File: config.mk
export PLATFORM = sky130hd
export DESIGN_NAME = ascii_integer_parser_core
export DESIGN_NICKNAME = d
export VERILOG_FILES = /design/src/rtl/aip_pkg.sv /design/src/rtl/aip_front.sv /design/src/rtl/aip_queue.sv /design/src/rtl/aip_back.sv /design/src/rtl/ascii_integer_parser_core.sv
export SDC_FILE = /design/constraint.sdc
export NUM_CORES = 1
export LEC_CHECK = 0
export ABC_AREA = 1
export BUFFER_PORTS_ARGS = -buffer_cell sky130_fd_sc_hd__buf_2
export CORE_ASPECT_RATIO = 0.9
export CORE_UTILIZATION = 55
export CTS_CLUSTER_DIAMETER = 40
export DETAILED_ROUTE_END_ITERATION = 7
export PLACE_DENSITY_LB_ADDON = 0.3
export SYNTH_ARGS = -nofsm -noshare
export SYNTH_HDL_FRONTEND = slang
export SYNTH_HIERARCHICAL = 1
export SYNTH_SLANG_ARGS = --single-unit
export TNS_END_PERCENT = 30
File: constraint.sdc
create_clock -name clk -period 13 [get_ports clk]
set_clock_uncertainty 0.15 [all_clocks]
set_input_delay 1.95 -clock clk [delete_from_list [all_inputs] [get_ports clk]]
set_output_delay 1.95 -clock clk [all_outputs]
set_load 0.01 [all_outputs]
File: src/rtl/aip_pkg.sv
// Shared types and constants for the ASCII integer parser.
// No dependencies; used by the front, queue, back and checker modules.
package aip_pkg;

  // Result status codes.
  localparam logic [1:0] ST_OK  = 2'd0;
  localparam logic [1:0] ST_BAD = 2'd1;
  localparam logic [1:0] ST_OVF = 2'd2;

  // Character constants.
  localparam logic [7:0] CH_ZERO  = 8'h30;
  localparam logic [7:0] CH_NINE  = 8'h39;
  localparam logic [7:0] CH_X     = 8'h78;
  localparam logic [7:0] CH_MINUS = 8'h2d;
  localparam logic [7:0] CH_PLUS  = 8'h2b;
  localparam logic [7:0] CH_SPACE = 8'h20;
  localparam logic [7:0] CH_TAB   = 8'h09;
  localparam logic [7:0] CH_LA    = 8'h61;
  localparam logic [7:0] CH_LF    = 8'h66;
  localparam logic [7:0] CH_UA    = 8'h41;
  localparam logic [7:0] CH_UF    = 8'h46;

  // Decoupling queue between front and back.
  localparam int QDEPTH = 2;
  localparam int QPTR_W = 1;
  localparam int QCNT_W = 2;

  // Character class decided by the front.
  typedef enum logic [2:0] {
    TK_SPACE,
    TK_ZERO,
    TK_X,
    TK_MINUS,
    TK_PLUS,
    TK_DEC,
    TK_HEX,
    TK_OTHER
  } tok_kind_t;

  // One classified character as it travels through the queue.
  typedef struct packed {
    tok_kind_t   kind;
    logic [3:0]  digit;
    logic        last;
  } token_t;

endpackage

File: src/rtl/aip_front.sv
// Front end of the ASCII integer parser: input handshake and character classing.
// Depends on aip_pkg; feeds aip_queue.
module aip_front import aip_pkg::*; (
  input  logic [7:0] ch,
  input  logic       last,
  input  logic       in_valid,
  output logic       in_stall,
  input  logic       q_full,
  output logic       push,
  output token_t     tok
);

  // A beat is taken whenever the queue has room.
  assign in_stall = q_full;
  assign push     = in_valid && !q_full;

  // Classify the character and extract its digit value.
  always_comb begin
    tok.last  = last;
    tok.digit = ch[3:0];
    if (ch == CH_SPACE || ch == CH_TAB) begin
      tok.kind = TK_SPACE;
    end else if (ch == CH_ZERO) begin
      tok.kind = TK_ZERO;
    end else if (ch > CH_ZERO && ch <= CH_NINE) begin
      tok.kind = TK_DEC;
    end else if ((ch >= CH_LA && ch <= CH_LF) || (ch >= CH_UA && ch <= CH_UF)) begin
      tok.kind  = TK_HEX;
      tok.digit = 4'(ch[3:0] + 4'd9);
    end else if (ch == CH_X) begin
      tok.kind = TK_X;
    end else if (ch == CH_MINUS) begin
      tok.kind = TK_MINUS;
    end else if (ch == CH_PLUS) begin
      tok.kind = TK_PLUS;
    end else begin
      tok.kind = TK_OTHER;
    end
  end

endmodule

File: src/rtl/aip_queue.sv
// Two-entry token queue that decouples the front from the back.
// Depends on aip_pkg for the token type and depth constants.
module aip_queue import aip_pkg::*; (
  input  logic   clk,
  input  logic   rst,
  input  logic   push,
  input  token_t push_tok,
  input  logic   pop,
  output token_t head,
  output logic   not_empty,
  output logic   full
);

  token_t              entry [QDEPTH];
  logic [QPTR_W-1:0]   wr_ptr;
  logic [QPTR_W-1:0]   rd_ptr;
  logic [QCNT_W-1:0]   count;

  assign head      = entry[rd_ptr];
  assign not_empty = (count != '0);
  assign full      = (count == QCNT_W'(QDEPTH));

  // Pointer and occupancy tracking.
  always_ff @(posedge clk) begin
    if (rst) begin
      wr_ptr <= '0;
      rd_ptr <= '0;
      count  <= '0;
    end else begin
      if (push) begin
        wr_ptr <= wr_ptr + 1'b1;
      end
      if (pop) begin
        rd_ptr <= rd_ptr + 1'b1;
      end
      if (push && !pop) begin
        count <= count + 1'b1;
      end else if (pop && !push) begin
        count <= count - 1'b1;
      end
    end
  end

  // Entry storage.
  always_ff @(posedge clk) begin
    if (push) begin
      entry[wr_ptr] <= push_tok;
    end
  end

endmodule

File: src/rtl/aip_back.sv
// Back end of the ASCII integer parser: phase tracking, digit accumulation
// and the registered result beat. Depends on aip_pkg; fed by aip_queue.
module aip_back import aip_pkg::*; #(
  parameter int VALUE_WIDTH = 32
) (
  input  logic                          clk,
  input  logic                          rst,
  input  token_t                        tok,
  input  logic                          tok_valid,
  output logic                          pop,
  output logic                          out_valid,
  input  logic                          out_stall,
  output logic signed [VALUE_WIDTH-1:0] value,
  output logic [1:0]                    status
);

  localparam int AW = VALUE_WIDTH - 1;
  localparam int SW = VALUE_WIDTH + 4;

  typedef enum logic [2:0] {
    PH_SPACE,
    PH_ZERO,
    PH_ZX,
    PH_SIGN,
    PH_DEC,
    PH_HEX
  } phase_t;

  phase_t          phase, phase_next;
  logic [AW-1:0]   accum, accum_next;
  logic            negative, negative_next;
  logic [1:0]      fault, fault_next;

  logic            take_dec, take_hex, digit_ok;
  logic [SW-1:0]   acc_w, prod, sum;
  logic            ovf;
  logic [VALUE_WIDTH-1:0] mag;

  // A token leaves the queue unless it ends a string and the result slot is busy.
  assign pop = tok_valid && (!tok.last || !out_valid || !out_stall);

  // Shift-and-add accumulate with an exact overflow check on the widened sum.
  assign acc_w = SW'(accum);
  assign prod  = take_hex ? (acc_w << 4) : ((acc_w << 3) + (acc_w << 1));
  assign sum   = prod + SW'(tok.digit);
  assign ovf   = (sum[SW-1:AW] != '0);

  // Next-state logic for one token.
  always_comb begin
    phase_next    = phase;
    accum_next    = accum;
    negative_next = negative;
    fault_next    = fault;
    take_dec      = 1'b0;
    take_hex      = 1'b0;
    if (fault == ST_OK) begin
      case (phase)
        PH_SPACE: begin
          case (tok.kind)
            TK_SPACE: begin
            end
            TK_ZERO: begin
              phase_next = PH_ZERO;
              accum_next = '0;
            end
            TK_MINUS: begin
              negative_next = 1'b1;
              phase_next    = PH_SIGN;
            end
            TK_PLUS: begin
              phase_next = PH_DEC;
            end
            default: begin
              phase_next = PH_DEC;
              take_dec   = 1'b1;
            end
          endcase
        end
        PH_ZERO: begin
          if (tok.kind == TK_X && !tok.last) begin
            phase_next = PH_ZX;
          end else begin
            phase_next = PH_DEC;
            take_dec   = 1'b1;
          end
        end
        PH_ZX, PH_HEX: begin
          phase_next = PH_HEX;
          take_hex   = 1'b1;
        end
        PH_SIGN: begin
          phase_next = PH_DEC;
          take_dec   = (tok.kind != TK_PLUS);
        end
        default: begin
          phase_next = PH_DEC;
          take_dec   = 1'b1;
        end
      endcase
    end

    // Apply a digit: bad character, overflow, or accumulate.
    digit_ok = (tok.kind == TK_ZERO) || (tok.kind == TK_DEC) ||
               (take_hex && tok.kind == TK_HEX);
    if (take_dec || take_hex) begin
      if (!digit_ok) begin
        fault_next = ST_BAD;
        accum_next = '0;
      end else if (ovf) begin
        fault_next = ST_OVF;
        accum_next = '0;
      end else begin
        accum_next = sum[AW-1:0];
      end
    end
  end

  assign mag = {1'b0, accum_next};

  // State and result registers.
  always_ff @(posedge clk) begin
    if (rst) begin
      phase     <= PH_SPACE;
      accum     <= '0;
      negative  <= 1'b0;
      fault     <= ST_OK;
      out_valid <= 1'b0;
    end else begin
      // The result slot empties when its beat is taken, unless a new result fills it.
      if (pop && tok.last) begin
        out_valid <= 1'b1;
      end else if (out_valid && !out_stall) begin
        out_valid <= 1'b0;
      end
      if (pop) begin
        if (tok.last) begin
          status <= fault_next;
          if (fault_next != ST_OK) begin
            value <= '0;
          end else if (negative_next) begin
            value <= '0 - mag;
          end else begin
            value <= mag;
          end
          phase    <= PH_SPACE;
          accum    <= '0;
          negative <= 1'b0;
          fault    <= ST_OK;
        end else begin
          phase    <= phase_next;
          accum    <= accum_next;
          negative <= negative_next;
          fault    <= fault_next;
        end
      end
    end
  end

endmodule

File: src/rtl/ascii_integer_parser_core.sv
// Top level of the ASCII integer parser.
// Depends on aip_pkg, aip_front, aip_queue and aip_back.
//
// Usage:
//   The input channel (in_valid, in_stall, ch, last) takes one ASCII character
//   per beat; last marks the final character of a string. Leading spaces and
//   tabs are skipped, "0x" followed by more characters selects hex, otherwise
//   decimal with an optional '-' then an optional '+'.
//   The output channel (out_valid, out_stall, value, status) carries one beat
//   per string: the signed value (0 on error) and status 0 ok, 1 bad
//   character, 2 overflow past the largest positive value.
//   Throughput is one character per cycle while no stalled result holds up the
//   back end, set by the combinational shift-and-add accumulate there. The beat
//   carrying last passes through the queue, then the result register.
//   A two-entry queue separates classification from accumulation, so in_stall
//   rises only when that queue is full; while out_stall holds a result, the
//   back end still consumes non-final characters of the next string.
//   A synchronous reset empties the queue, drops any pending result and
//   returns the parser to the start of a string.
module ascii_integer_parser_core import aip_pkg::*; #(
  parameter int VALUE_WIDTH = 32
) (
  input  logic                          clk,
  input  logic                          rst,
  input  logic                          in_valid,
  output logic                          in_stall,
  input  logic [7:0]                    ch,
  input  logic                          last,
  output logic                          out_valid,
  input  logic                          out_stall,
  output logic signed [VALUE_WIDTH-1:0] value,
  output logic [1:0]                    status
);

  token_t front_tok;
  token_t head_tok;
  logic   push;
  logic   pop;
  logic   q_full;
  logic   q_not_empty;

  aip_front u_front (
    .ch       (ch),
    .last     (last),
    .in_valid (in_valid),
    .in_stall (in_stall),
    .q_full   (q_full),
    .push     (push),
    .tok      (front_tok)
  );

  aip_queue u_queue (
    .clk       (clk),
    .rst       (rst),
    .push      (push),
    .push_tok  (front_tok),
    .pop       (pop),
    .head      (head_tok),
    .not_empty (q_not_empty),
    .full      (q_full)
  );

  aip_back #(
    .VALUE_WIDTH (VALUE_WIDTH)
  ) u_back (
    .clk       (clk),
    .rst       (rst),
    .tok       (head_tok),
    .tok_valid (q_not_empty),
    .pop       (pop),
    .out_valid (out_valid),
    .out_stall (out_stall),
    .value     (value),
    .status    (status)
  );

endmodule

==> run metrics <==
die area 0.0171 mm^2; CTS H-tree lvls 3; Flop pwr share 0.271; cts bufs inserted 9; Total Routed Length 24.9 mm; total core area 0.0162 mm^2; clock transition at the registers of the reported paths 0.07 ns; height of the die 124 um; Startpoint Class register; async set-reset flop share out of synthesis 0; first-pass iteration count of the detailed router 6; DPL Wire Length 19.6 mm; Place WS 7.13 ns; Net Sw Frac 0.495; clock share of power 0.180; GPL Wtd Cong 1.02; CTS tree yes; Via density 5.52; GRT overflow 0; CP arrival 6.06 ns; n_diodes 0; ranking of synthesized cells by area nand2_1 19%, edfxtp_1 16%, dfxtp_1 9.4%; fin crit period 6.01 ns; Internal 709 uW; count of final hold-check violations 0; P_leak 0.00472 uW; fmax 166 MHz; Remaining DRCs 0; Synth Area in XOR/XNOR 0.0201; Max Root-Sink Buffers 2; initial antenna violation count 0; vias in the first global route 8,499; Die X 138 um; CTS root buffer clkbuf_16; clk_lat worst skew 0.35 ns; worst slew pin tran 1.08 ns; complex-gate fraction of the synthesized area 0.0948; setup total negative slack 0 ns; Total GRT Usage 0.300; Final setup viols 0; largest net degree at the start of global routing 58; global-route wire length before repair 40.8 mm; RSZ-0062 raised after global routing no; critical path's slowest cell nor2_2; DR WL/cell 14.6 um; synthesis-to-layout area growth 6.73%; post-synthesis sequential area ratio 0.258; mux contribution to synthesized area 0.0131; Syn Std Cell Area 0.00914 mm^2; Synth area leader nand2_1; Post-CTS Setup Inserts 0; Post-DRT Antenna Nets 0; cell mode on critical path nor2_4; largest family of logic cells by synthesized area simple AND/OR/NAND/NOR gates; largest fanout on the critical path 57; critical path data required time 13.05 ns; Combinational Power Share 0.549; Unique masters post-synth 46; Yosys top cell area share 0.189; Worst setup EP type register; count leader, synth nand2_1; Adder-Cell Fraction of Synth Area 0.0550; Max Cap Viol 0; Core Rows 44; CTS resizes 0; synthesized flop and latch total 93; Hold Crit Class reg2reg; post-synth net total 1,524; met3 routed WL 1.98 mm; Syn. warnings 6; Slew Viols, Final 0; number of synthesized flops with an enable pin 50; share of layout cells above drive strength 1 0.129; Mean Syn Cell Area 6.21 um^2; Initial Util 0.565; power density over the cells 144 mW/mm^2; clock sinks 93; detailed-routing wirelength on met1 11.0 mm; status finished clean; 1st-iter DRT viols 974; Final Cycle Share 0.462; post-layout worst setup margin 6.99 ns; simple-gate share of the synthesized area 0.458; met2 WL 11.4 mm; Commonest cells post-synth 460 x nand2_1, 191 x nor2_1, 172 x inv_1; prevailing post-synth register cell edfxtp_1; I/O Pins 49; switching power total 695 uW; Port Buffer Count 48; Slew headroom 0.278; cts hold-fix bufs 0; Final nets 1,551; Vias 9,446; top routing layer used met4; VDD IR max 0.000173 V; gate count of the mapped netlist 1,472; kind of critical path reg2reg; Critical Path Max Stage Delay 0.82 ns
==> power groups by stage <==
stage	clock network [uW]	logic (uW)	registers (uW)
after floorplan	0	625	387
after global placement	0	739	386
after detailed placement	0	753	388
after CTS	256	757	382
after global routing	271	851	385
final	252	771	381
==> registers in the layout, summed over array words and instances, names as in the netlist, named ones only <==
register	count
u_queue/rd_ptr	1
u_back/out_valid	1
u_back/negative	1
u_back/phase	3
u_queue/wr_ptr	1
u_back/value	32
u_queue/count	2
u_back/fault	2
u_back/accum	31
u_queue/entry	16
u_back/status	2
==> logic make-up (layout without fill, tap and decap cells) <==
logic type | count (synthesis) | count (layout)
adders and majority gates | 39 | 39
xor gates and xnor gates | 21 | 21
and+or+nand+nor | 926 | 926
buffers and inverters | 224 | 256
muxes | 8 | 8
AOI/OAI and AO/OA | 161 | 161
DFF | 93 | 93
==> layout by cell type (no fill, tap or decap), types with 3 or more instances in the layout <==
master	n
a21oi_1	89
nor2_1	189
inv_2	11
inv_1	172
edfxtp_1	50
nand2_1	460
o21a_1	3
xor2_1	10
o21ai_0	31
clkbuf_16	9
nand4_1	16
nand2_4	6
dfxtp_1	43
mux2_4	8
inv_6	3
xnor2_1	11
nand2_2	25
nand3_2	17
nand3b_1	12
buf_2	48
o21ai_1	20
clkinv_1	3
ha_1	37
and2_1	5
nor3_1	15
buf_4	6
or2_2	15
nor2_2	23
a31oi_1	4
nor2_4	12
nand3_1	125
==> routing by layer <==
layer | GRT usage | up-vias
li1 | - | 4782
met1 | 0.416 | 4250
met2 | 0.478 | 365
met3 | 0.0480 | 49
met4 | 0.0863 | 0
met5 | 0 | -
==> critical path: cells and delay by family, from the launching register on <==
kind	cells	cell delay, ns
AOI/OAI and AO/OA	4	0.80
adders and majority gates	1	0.19
buffers and inverters	2	0.46
DFF	1	0.41
and+or+nand+nor	21	3.81
==> final cells by class <==
class	count	area, um^2
Inverter	186	698
Tap cell	207	259
Fill cell	1589	6430
Multi-Input combinational cell	1155	5870
Clock inverter	6	52.6
Clock buffer	10	229
Timing Repair Buffer	54	285
Sequential cell	93	2360
==> worst paths after layout <==
check,start,to,slack (ns),cells after the start
max,u_back/phase[2],u_back/value[3],6.99,28
min,u_back/phase[0],u_back/phase[0],0.36,2
max reg2reg,u_back/phase[2],u_back/value[3],6.99,28
min reg2reg,u_back/phase[0],u_back/phase[0],0.36,2
==> through the flow <==
| step | utilization | hold slack (ns) | cell area [um^2] | power (uW) | instances |
|---|---|---|---|---|---|
| after floorplan | - | 0.331 | 9140 | 1010 | 1472 |
| after global placement | 0.586 | 0.346 | 9480 | 1130 | 1695 |
| after detailed placement | 0.586 | 0.347 | 9480 | 1140 | 1695 |
| after CTS | 0.603 | 0.362 | 9760 | 1390 | 1711 |
| after global routing | 0.603 | 0.392 | 9760 | 1510 | 1711 |
| final | 0.603 | 0.356 | 9760 | 1400 | 1711 |
Note: power is estimated with default switching activity, not from simulation.
